<file path="src/sv/svm_pkg.sv">
`timescale 1ns / 1ps
package svm_pkg;
	localparam int STACK_DEPTH_DEF = 256;
	localparam int VAR_COUNT_DEF = 256;
	localparam int DATA_WIDTH_DEF = 16;
	localparam int IMM_W = 16;
	localparam int NAME_W = 8;
	localparam int DEPTH_W = 9;

	typedef enum logic [3:0] {
		OP_PUSH = 4'h1,
		OP_DEFINE = 4'h2,
		OP_LOAD = 4'h3,
		OP_STORE = 4'h4,
		OP_ADD = 4'h5,
		OP_SUB = 4'h6,
		OP_MUL = 4'h7,
		OP_DIV = 4'h8,
		OP_OUTPUT = 4'h9
	} op_t;

	typedef enum logic [2:0] {
		ST_OK = 3'd0,
		ST_UNDERFLOW = 3'd1,
		ST_FULL = 3'd2,
		ST_DIVZERO = 3'd3,
		ST_UNDEF = 3'd4,
		ST_REDEF = 3'd5,
		ST_DIVOVF = 3'd6,
		ST_BADOP = 3'd7
	} status_t;

	typedef enum logic [2:0] {
		S_IDLE,
		S_READ,
		S_CHECK,
		S_ITER,
		S_FIN,
		S_OUT
	} state_t;

	typedef struct packed {
		logic capture;
		logic rd;
		logic check;
		logic iter_start;
		logic iter_step;
		logic finish;
		logic out_valid;
	} cmd_t;

	typedef struct packed {
		logic iter_needed;
		logic iter_done;
	} sts_t;
endpackage

</file>
<file path="src/sv/svm_ctrl.sv">
`timescale 1ns / 1ps
module svm_ctrl import svm_pkg::*; (
	input logic clk,
	input logic arst_n,
	input logic in_fire,
	input logic out_stall,
	input sts_t sts,
	output cmd_t cmd,
	output logic in_stall
);
	state_t state_q, state_d;

	always_ff @(posedge clk or negedge arst_n) begin
		if (!arst_n) state_q <= S_IDLE;
		else state_q <= state_d;
	end

	always_comb begin
		state_d = state_q;
		case (state_q)
			S_IDLE: if (in_fire) state_d = S_READ;
			S_READ: state_d = S_CHECK;
			S_CHECK: state_d = sts.iter_needed ? S_ITER : S_FIN;
			S_ITER: if (sts.iter_done) state_d = S_FIN;
			S_FIN: state_d = S_OUT;
			S_OUT: if (!out_stall) state_d = S_IDLE;
			default: state_d = S_IDLE;
		endcase
	end

	always_comb begin
		cmd = '0;
		in_stall = 1'b1;
		case (state_q)
			S_IDLE: begin
				in_stall = 1'b0;
				cmd.capture = in_fire;
			end
			S_READ: cmd.rd = 1'b1;
			S_CHECK: begin
				cmd.check = 1'b1;
				cmd.iter_start = sts.iter_needed;
			end
			S_ITER: cmd.iter_step = !sts.iter_done;
			S_FIN: cmd.finish = 1'b1;
			S_OUT: cmd.out_valid = 1'b1;
			default: ;
		endcase
	end

	a_one: assert property (@(posedge clk) disable iff (!arst_n)
		$onehot0({cmd.capture, cmd.rd, cmd.check, cmd.iter_step, cmd.finish, cmd.out_valid}))
		else $error("overlapping commands");
	a_fin: assert property (@(posedge clk) disable iff (!arst_n)
		cmd.finish |=> cmd.out_valid) else $error("result not presented");
endmodule

</file>
<file path="config.mk">
export PLATFORM = sky130hd
export DESIGN_NAME = svm_ctrl
export DESIGN_NICKNAME = d
export VERILOG_FILES = /design/src/sv/svm_pkg.sv /design/src/sv/svm_ctrl.sv
export SDC_FILE = /design/constraint.sdc
export NUM_CORES = 1
export LEC_CHECK = 0
export BUFFER_PORTS_ARGS = -buffer_cell sky130_fd_sc_hd__clkbuf_2
export CAP_MARGIN = 20
export CORE_AREA = 2 2 39 41
export DETAILED_ROUTE_END_ITERATION = 7
export DIE_AREA = 0 0 41 43
export GPL_TIMING_DRIVEN = 0
export SLEW_MARGIN = 40
export SYNTH_ARGS = -nofsm -noshare
export SYNTH_HDL_FRONTEND = slang
export SYNTH_SLANG_ARGS = --single-unit
</file>
<file path="constraint.sdc">
create_clock -name clk -period 1.3 [get_ports clk]
set_input_delay 0.13 -clock clk [delete_from_list [all_inputs] [get_ports clk]]
set_output_delay 0.13 -clock clk [all_outputs]
set_load 0.01 [all_outputs]
</file>
## After elaboration in Yosys (flattened, before gate mapping)

Cells that the tools add are included.

| storage, ports and cells | value |
|---|---|
| register bits after elaboration | 3 |
| input port bits | 6 |

| operators by class | value |
|---|---|
| equal/unequal tests | 8 |
| mux-type cells | 12 |
| reductions and logical operators | 3 |

Operators with widths:

| kind | count |
|---|---|
| $pmux 3 s6 | 1 |
| $mux 3 | 4 |
| $eq 3x2->1 const B | 2 |
| $eq 3x3->1 const B | 2 |
| $mux 1 | 6 |
| $ne 2x2->1 const B | 3 |
| $eq 3x1->1 const B | 1 |
| $logic_not 3->1 | 1 |
| $reduce_and 3->1 | 1 |
| $mux 2 | 1 |
| $logic_not 1->1 | 1 |

## Depth between registers and ports, before layout

Gate-level depths: netlist of the first run.

| depth | value |
|---|---|
| depth in word-level cells | 3 |
| mapped depth | 4 |

## Worst setup path after synthesis of the first run

Ideal clock, no wire load.

| path | value |
|---|---|
| path type | register to output |
| start | register state_q[0] |
| end | output port cmd[6] (netlist name) |
| data arrival time | 1.044 ns |
| data required time | 1.170 ns |
| path slack | 0.126 ns |
| cell stages (with the launch flop) | 4 |
| buffers on the path | 1 |
| path through | dfrtp_1 -> buf_6 -> or3_4 -> nor2_2 |

RTL lines:

| item | RTL line | text |
|---|---|---|
| start, declared | svm_ctrl.sv:11 | `state_t state_q, state_d;` |
| start signal, assigned | svm_ctrl.sv:15 | `else state_q <= state_d;` |
| end, declared | svm_ctrl.sv:8 | `output cmd_t cmd,` |

==> key figures, run 1 <==
Outcome
  – Outcome: complete, but fails checks
  – Failing checks: setup timing

Power
  – VDD IR-drop max: roughly 1300 uV
  – Switching Share: 37.5%
  – Psw: 525 uW
  – Pwr/cell area: 2440 mW/mm2
  – Sequential power share: 13.7%
  – P_leak: roughly 0.0003 uW
  – Clock power share: 12.3%
  – Cell internal pwr: 876 uW
  – Combinational power share: around three quarters

Yosys
  – Synth Area in Adders: 0%
  – Synth Area in Compound Gates: 14.6%
  – Async SR Flop Fraction: between 90% and 100%
  – Yosys cell types: 25
  – Flops & latches, synth: 3
  – Most used DFF post-synth: dfrtp_1
  – Post-synth EDFFs: 0
  – Post-synthesis xor/xnor area fraction: 0%
  – Synth warnings: 0
  – Mapped Cells: 33
  – Yosys top cell by area: dfrtp_1
  – Top cell type's share of synthesized area: 25.1%
  – Avg Cell Area, Syn: 9.06 um2
  – Sequential-to-total area share from yosys stat: about a quarter
  – Largest family of logic cells by synthesized area: simple AND/OR/NAND/NOR gates
  – Synthesized area: about 300 um2
  – Post-synthesis simple-gate area fraction: 49.8%
  – Leading post-synthesis cells by cell area: dfrtp_1 25%, buf_6 7.5%, nor3_2 6.7%
  – Synthesized Nets: 39
  – Post-synth top cells: 3 x dfrtp_1, 3 x nand2_1
  – Mux cell area share after synthesis: 0%

Timing
  – Clk_skew: 0.00739 ns
  – Slew Limit Headroom: about 86%
  – Period utilization: 109%
  – Hold Vio Cnt, Final: 0
  – RSZ-0062 raised after global routing: yes
  – FMAX: 704 MHz
  – Max Slew Vio Count: 0
  – Setup Viol. Count Final: 8
  – Tmin final: 1.42 ns
  – Worst-Margin Slew: 0.211 ns
  – Fin worst setup slack: -0.121 ns

Routing
  – Vias post-DR: 349
  – Iteration-0 DRC Markers: 7
  – TritonRoute pass-1 iters: 2
  – Wire length per cell: around 10 um
  – Drt drc: 0
  – Detail-routed via count per cell: 4.36
  – DRT antenna net count: 0
  – Post-Route WL: ~830 um

CTS
  – CTS Root Cell: clkbuf_4
  – Clock Tree Buf Depth: 2
  – Clock sinks: 3
  – CTS buffer count: 3
  – Worst-path clk slew: 0.04 ns
  – CTS tree: built
  – Htree depth: 1
  – Clk_lat worst skew: 0.24 ns

Global route
  – Grt met2 use: between 10% and 20%
  – Vias in the first global route: 360
  – GRT Util Overall: a little under an eighth
  – Layer with the highest usage: met2
  – Grt ovf: 0
  – Met1 Usage GRT: 12.6%
  – Initial antenna violation count: 0
  – First-pass GRT wire length: 1370 um
  – Met3 usage: under 10%
  – Largest net degree at the start of global routing: 11

Layout
  – Max reg flops: 3
  – Nets: approximately 70
  – Final Core Density: 41.4%
  – Biggest regs: state_q (3)
  – Area Overhead vs Synth: 91.6%
  – Ant. Diodes: 0
  – Fillers: 133
  – Most flops, register: state_q
  – Final instance area: 573 um2
  – Layout cells sized above 1: 67.2%

Critical path
  – Max FO, Critical Path: 7
  – Crit Path Category: register to output pin
  – Data arrival, critical path: 1.29 ns
  – Worst EP required: 1.17 ns
  – Capturing element type of the critical path: output pin
  – Startpoint Class: register

Die
  – I/O pin count: 14
  – Die area: 0.00176 mm2
  – Row cnt: 14
  – Initial Util: a little over a fifth
  – Total core area: 0.00138 mm2
  – Die X: just over 40 um
  – Die height: 43 um

Placed design
  – Port buffer count: 13
  – Placement Cell Area: 384 um2
  – Global placement routability congestion: 0.752
  – HPWL after DPL: between 400 and 500 um

Worst hold path
  – Worst Hold Class: primary input to register

Flow run
  – Max Cap Viol: 0
logic make-up (layout without fill, tap and decap cells):
family,Yosys count,count (layout)
and+or+nand+nor,20,20
DFF,3,3
buffers and inverters,4,35
AOI/OAI and AO/OA,6,6
path summary, 6_finish.rpt:
path,startpoint,endpoint,cells past startpoint,slack (ns)
setup reg to reg,state_q[0],state_q[2],5,-0.01
hold / removal,in_fire,state_q[2],3,0.21
min in group asynchronous,arst_n,state_q[1],2,0.22
max in group asynchronous,arst_n,state_q[2],2,0.96
setup / recovery,state_q[0],cmd[6],4,-0.12
hold reg to reg,state_q[2],state_q[1],2,0.62
power by group through the flow:
| stage | registers (uW) | clock network [uW] | logic (uW) |
|---|---|---|---|
| floorplan | 172 | 0 | 475 |
| CTS | 173 | 177 | 972 |
| detailed placement | 184 | 0 | 622 |
| global route | 197 | 178 | 1120 |
| finish | 192 | 172 | 1040 |
| global placement | 181 | 0 | 618 |
layout make-up:
class / instances / area [um2] / area share, %
flip-flops and latches: 3 / 76.3 / 13.3
plain buffers: 2 / 22.5 / 3.93
well taps: 16 / 20.0 / 3.49
multi-input cells: 26 / 218 / 38.0
inverters: 1 / 3.75 / 0.655
repair buffers: 28 / 206 / 36.0
clock buffers: 4 / 26.3 / 4.59
cell usage in the layout (no fill, tap or decap), types with 2 or more instances in the layout:
master	Yosys	routed
buf_4	0	11
buf_2	1	7
buf_6	2	5
clkbuf_2	0	5
clkbuf_4	0	3
nand2_1	3	2
nand2b_1	2	2
dfrtp_1	3	2
critical path, stage by stage, from the launching register on:
cell and delay (ns):
dfrtp_1 0.38, buf_6 0.14, or3_4 0.34, nor2_2 0.08
buf_2 0.12
metal layers:
metal | part of all wire, % | vias to the layer above | routed length, um
li1 | - | 178 | -
met1 | 41 | 161 | 336
met2 | 54 | 10 | 450
met3 | 5.0 | 0 | 41
met4 | 0 | 0 | 0
met5 | 0 | - | 0
timing repair:
action,4_1_cts,5_1_grt
resized for setup,8,11
hold buffers,1,0
gates cloned,0,0
endpoints found under the setup margin,8,9
endpoints found under the hold margin,3,0
pin swaps,5,3
buffers inserted,11,3
stage by stage:
stage | std cells | power, uW | worst slack (ns) | hold slack [ns] | TNS, ns
6_report | 80 | 1400 | -0.121 | 0.211 | -0.384
5_1_grt | 80 | 1490 | -0.163 | 0.226 | -0.767
4_1_cts | 78 | 1320 | -0.166 | 0.210 | -0.687
3_3_place_gp | 62 | 799 | 0.0467 | -0.0721 | 0
2_1_floorplan | 33 | 647 | 0.126 | -0.166 | 0
3_5_place_dp | 62 | 806 | 0.0335 | -0.0692 | 0
Note: power is estimated with default switching activity, not from simulation.
==> run 2: changes to the inputs <==
==> constraint.sdc (replaced) <==
create_clock -name clk -period 1.3 [get_ports clk]
set_input_delay 0.195 -clock clk [delete_from_list [all_inputs] [get_ports clk]]
set_output_delay 0.195 -clock clk [all_outputs]
set_load 0.01 [all_outputs]
==> run 2 against run 1 <==
The run still ends with setup timing left. Design area is 2.8% higher. Register-to-register slack about the same. Setup slack got worse by 0.073 ns. Largest power group unchanged. Die area did not move. Sequential share of layout area fell by 0.37 points. Sequential power is essentially flat. Core utilization rose by 1.2 points. Maximum frequency down 4.9%. Combinational power is 4% higher.
==> key figures, run 2 (synthesized netlist as in run 1, its figures left out) <==
Worst hold path
  – Worst Hold Class: primary input to asynchronous set/reset pin

Layout
  – Most flops, register: state_q
  – Final Core Density: 42.6% (+1.2 points)
  – Layout cells sized above 1: 69.2% (+2.0 points)
  – Max reg flops: 3 (unchanged)
  – Final instance area: 589 um2 (+2.8%)
  – Area Overhead vs Synth: 97.1%
  – Nets: 72 (+1.4%)
  – Ant. Diodes: 0 (unchanged)
  – Commonest non-fill, non-tap cell in the layout: buf_4
  – Biggest regs: state_q (3)
  – Commonest cells after routing, fill and taps aside: 11 x buf_4, 6 x buf_6, 6 x clkbuf_2, 6 x buf_2, 3 x clkbuf_4

Critical path
  – Max FO, Critical Path: 7 (unchanged)
  – Max incr delay on CP: 0.38 ns (about the same)
  – Crit Path Category: register to output pin
  – Worst path bufs/invs: 2 (unchanged)
  – Worst-path cell chain: buf_6 > or3_4 > nor2_2 > buf_2
  – Data arrival, critical path: 1.30 ns (about the same)
  – CP max stage cell: dfrtp_1
  – Worst EP required: 1.11 ns (-0.06 ns)
  – Capturing element type of the critical path: output pin
  – Top delay family on crit path: simple AND/OR/NAND/NOR gates
  – R2R setup slack: 0 ns (about the same)
  – Startpoint Class: register

Routing
  – TritonRoute pass-1 iters: 2 (unchanged)
  – Vias post-DR: 355 (+1.7%)
  – Wire length per cell: 10.5 um (+1.9%)
  – Post-Route WL: 854 um (+3.1%)
  – Iteration-0 DRC Markers: 2 (-5)
  – Detail-routed via count per cell: 4.38 (+0.46%)
  – DRT antenna net count: 0 (unchanged)
  – Drt drc: 0 (unchanged)

Timing
  – Clk_skew: 0.00911 ns (+0.00171 ns)
  – Max Slew Vio Count: 0 (unchanged)
  – RSZ-0062 raised after global routing: yes
  – FMAX: 669 MHz (-4.9%)
  – Fin worst setup slack: -0.194 ns (-0.0731 ns)
  – Worst-Margin Slew: 0.210 ns (-0.000140 ns)
  – Slew Limit Headroom: 85.9% (about the same)
  – Setup Viol. Count Final: 9 (+1)
  – Hold WS: 0.268 ns (+0.0570 ns)
  – Tmin final: 1.49 ns (+0.0731 ns)
  – Hold Vio Cnt, Final: 0 (unchanged)
  – Post-Route Setup TNS: -0.934 ns (-0.550 ns)
  – Period utilization: 115% (+5.6 points)

CTS
  – CTS Root Cell: clkbuf_4
  – Clk_lat worst skew: 0.25 ns (about the same)
  – CTS tree: built
  – Worst-path clk slew: 0.04 ns (about the same)
  – Clock sinks: 3 (unchanged)
  – Clock Tree Buf Depth: 2 (unchanged)
  – CTS buffer count: 3 (unchanged)
  – Htree depth: 1 (unchanged)

Global route
  – Grt ovf: 0 (unchanged)
  – First-pass GRT wire length: 1420 um (+3.5%)
  – Initial antenna violation count: 0 (unchanged)
  – Met3 usage: 1.57% (unchanged)
  – Grt met2 use: 20.0% (+0.94 points)
  – Layer with the highest usage: met2
  – Vias in the first global route: 374 (+3.9%)
  – Met1 Usage GRT: 12.6% (unchanged)
  – GRT Util Overall: 12.2% (+0.30 points)
  – Largest net degree at the start of global routing: 11 (unchanged)

Placed design
  – Pre-CTS setup slack: -0.0315 ns (-0.0650 ns)
  – Global placement routability congestion: 0.752 (unchanged)
  – Placement Cell Area: 384 um2 (unchanged)
  – Port buffer count: 13 (unchanged)
  – HPWL after DPL: 499 um (unchanged)

Die
  – I/O pin count: 14 (unchanged)
  – Die height: 43 um (unchanged)
  – Initial Util: 21.6% (unchanged)
  – Die area: 0.00176 mm2 (unchanged)
  – Row cnt: 14 (unchanged)
  – Total core area: 0.00138 mm2 (unchanged)
  – Die X: 41 um (unchanged)

Power
  – P_leak: 0.000303 uW (+2.6%)
  – VDD IR-drop max: 1130 uV (-10%)
  – Pwr/cell area: 2450 mW/mm2 (+0.21%)

Outcome
  – Failing checks: setup timing
  – Outcome: complete, but fails checks

Flow run
  – Max Cap Viol: 0 (unchanged)
-- run 2: cell count changes in the layout (fill, tap and decap cells not counted) --
cell	delta
nor3b_1	-1
buf_6	+1
nor3b_2	+1
buf_2	-1
clkbuf_2	+1
-- run 2: repair_timing --
item,4_1_cts,5_1_grt
pin swaps,5,3
cloned,0,0
endpoints found under the hold margin,3,0
setup endpoints to repair,8,9
hold buffers,1,0
gates resized for setup,9,11
setup buffers,11,4
-- run 2: per-layer routing --
metal	wire length, um	up-vias
li1	-	178
met1	339	163
met2	444	11
met3	41	3
met4	28	0
met5	0	-
-- run 2: cell type report --
cell class                 instances  area [um2]
buffer                             2        22.5
fill                             134         795
tap                               16        20.0
multi-input combinational         26         223
inverter                           1        3.75
clock buffer                       4        26.3
timing repair buffer              29         218
sequential                         3        76.3
-- run 2: path summary, 6_finish.rpt --
path                              end  startpoint  depth (start not counted)
setup / recovery               cmd[6]  state_q[0]                          4
hold / removal             state_q[1]      arst_n                          2
setup reg to reg           state_q[2]  state_q[0]                          5
hold reg to reg            state_q[1]  state_q[2]                          2
max in group asynchronous  state_q[2]      arst_n                          2
min in group clk           state_q[2]     in_fire                          3
-- run 2: metrics by stage --
stage                     power, uW  instances
after floorplan                 647         33
after global placement          799         62
after detailed placement        806         62
after CTS                      1330         78
after global routing           1540         81
final                          1440         81
-- run 2: where the power goes --
part / switching (uW) / internal, uW
Combinational: 430 / 645
Sequential: 49.7 / 142
Clock: 61.0 / 116
Total: 541 / 902
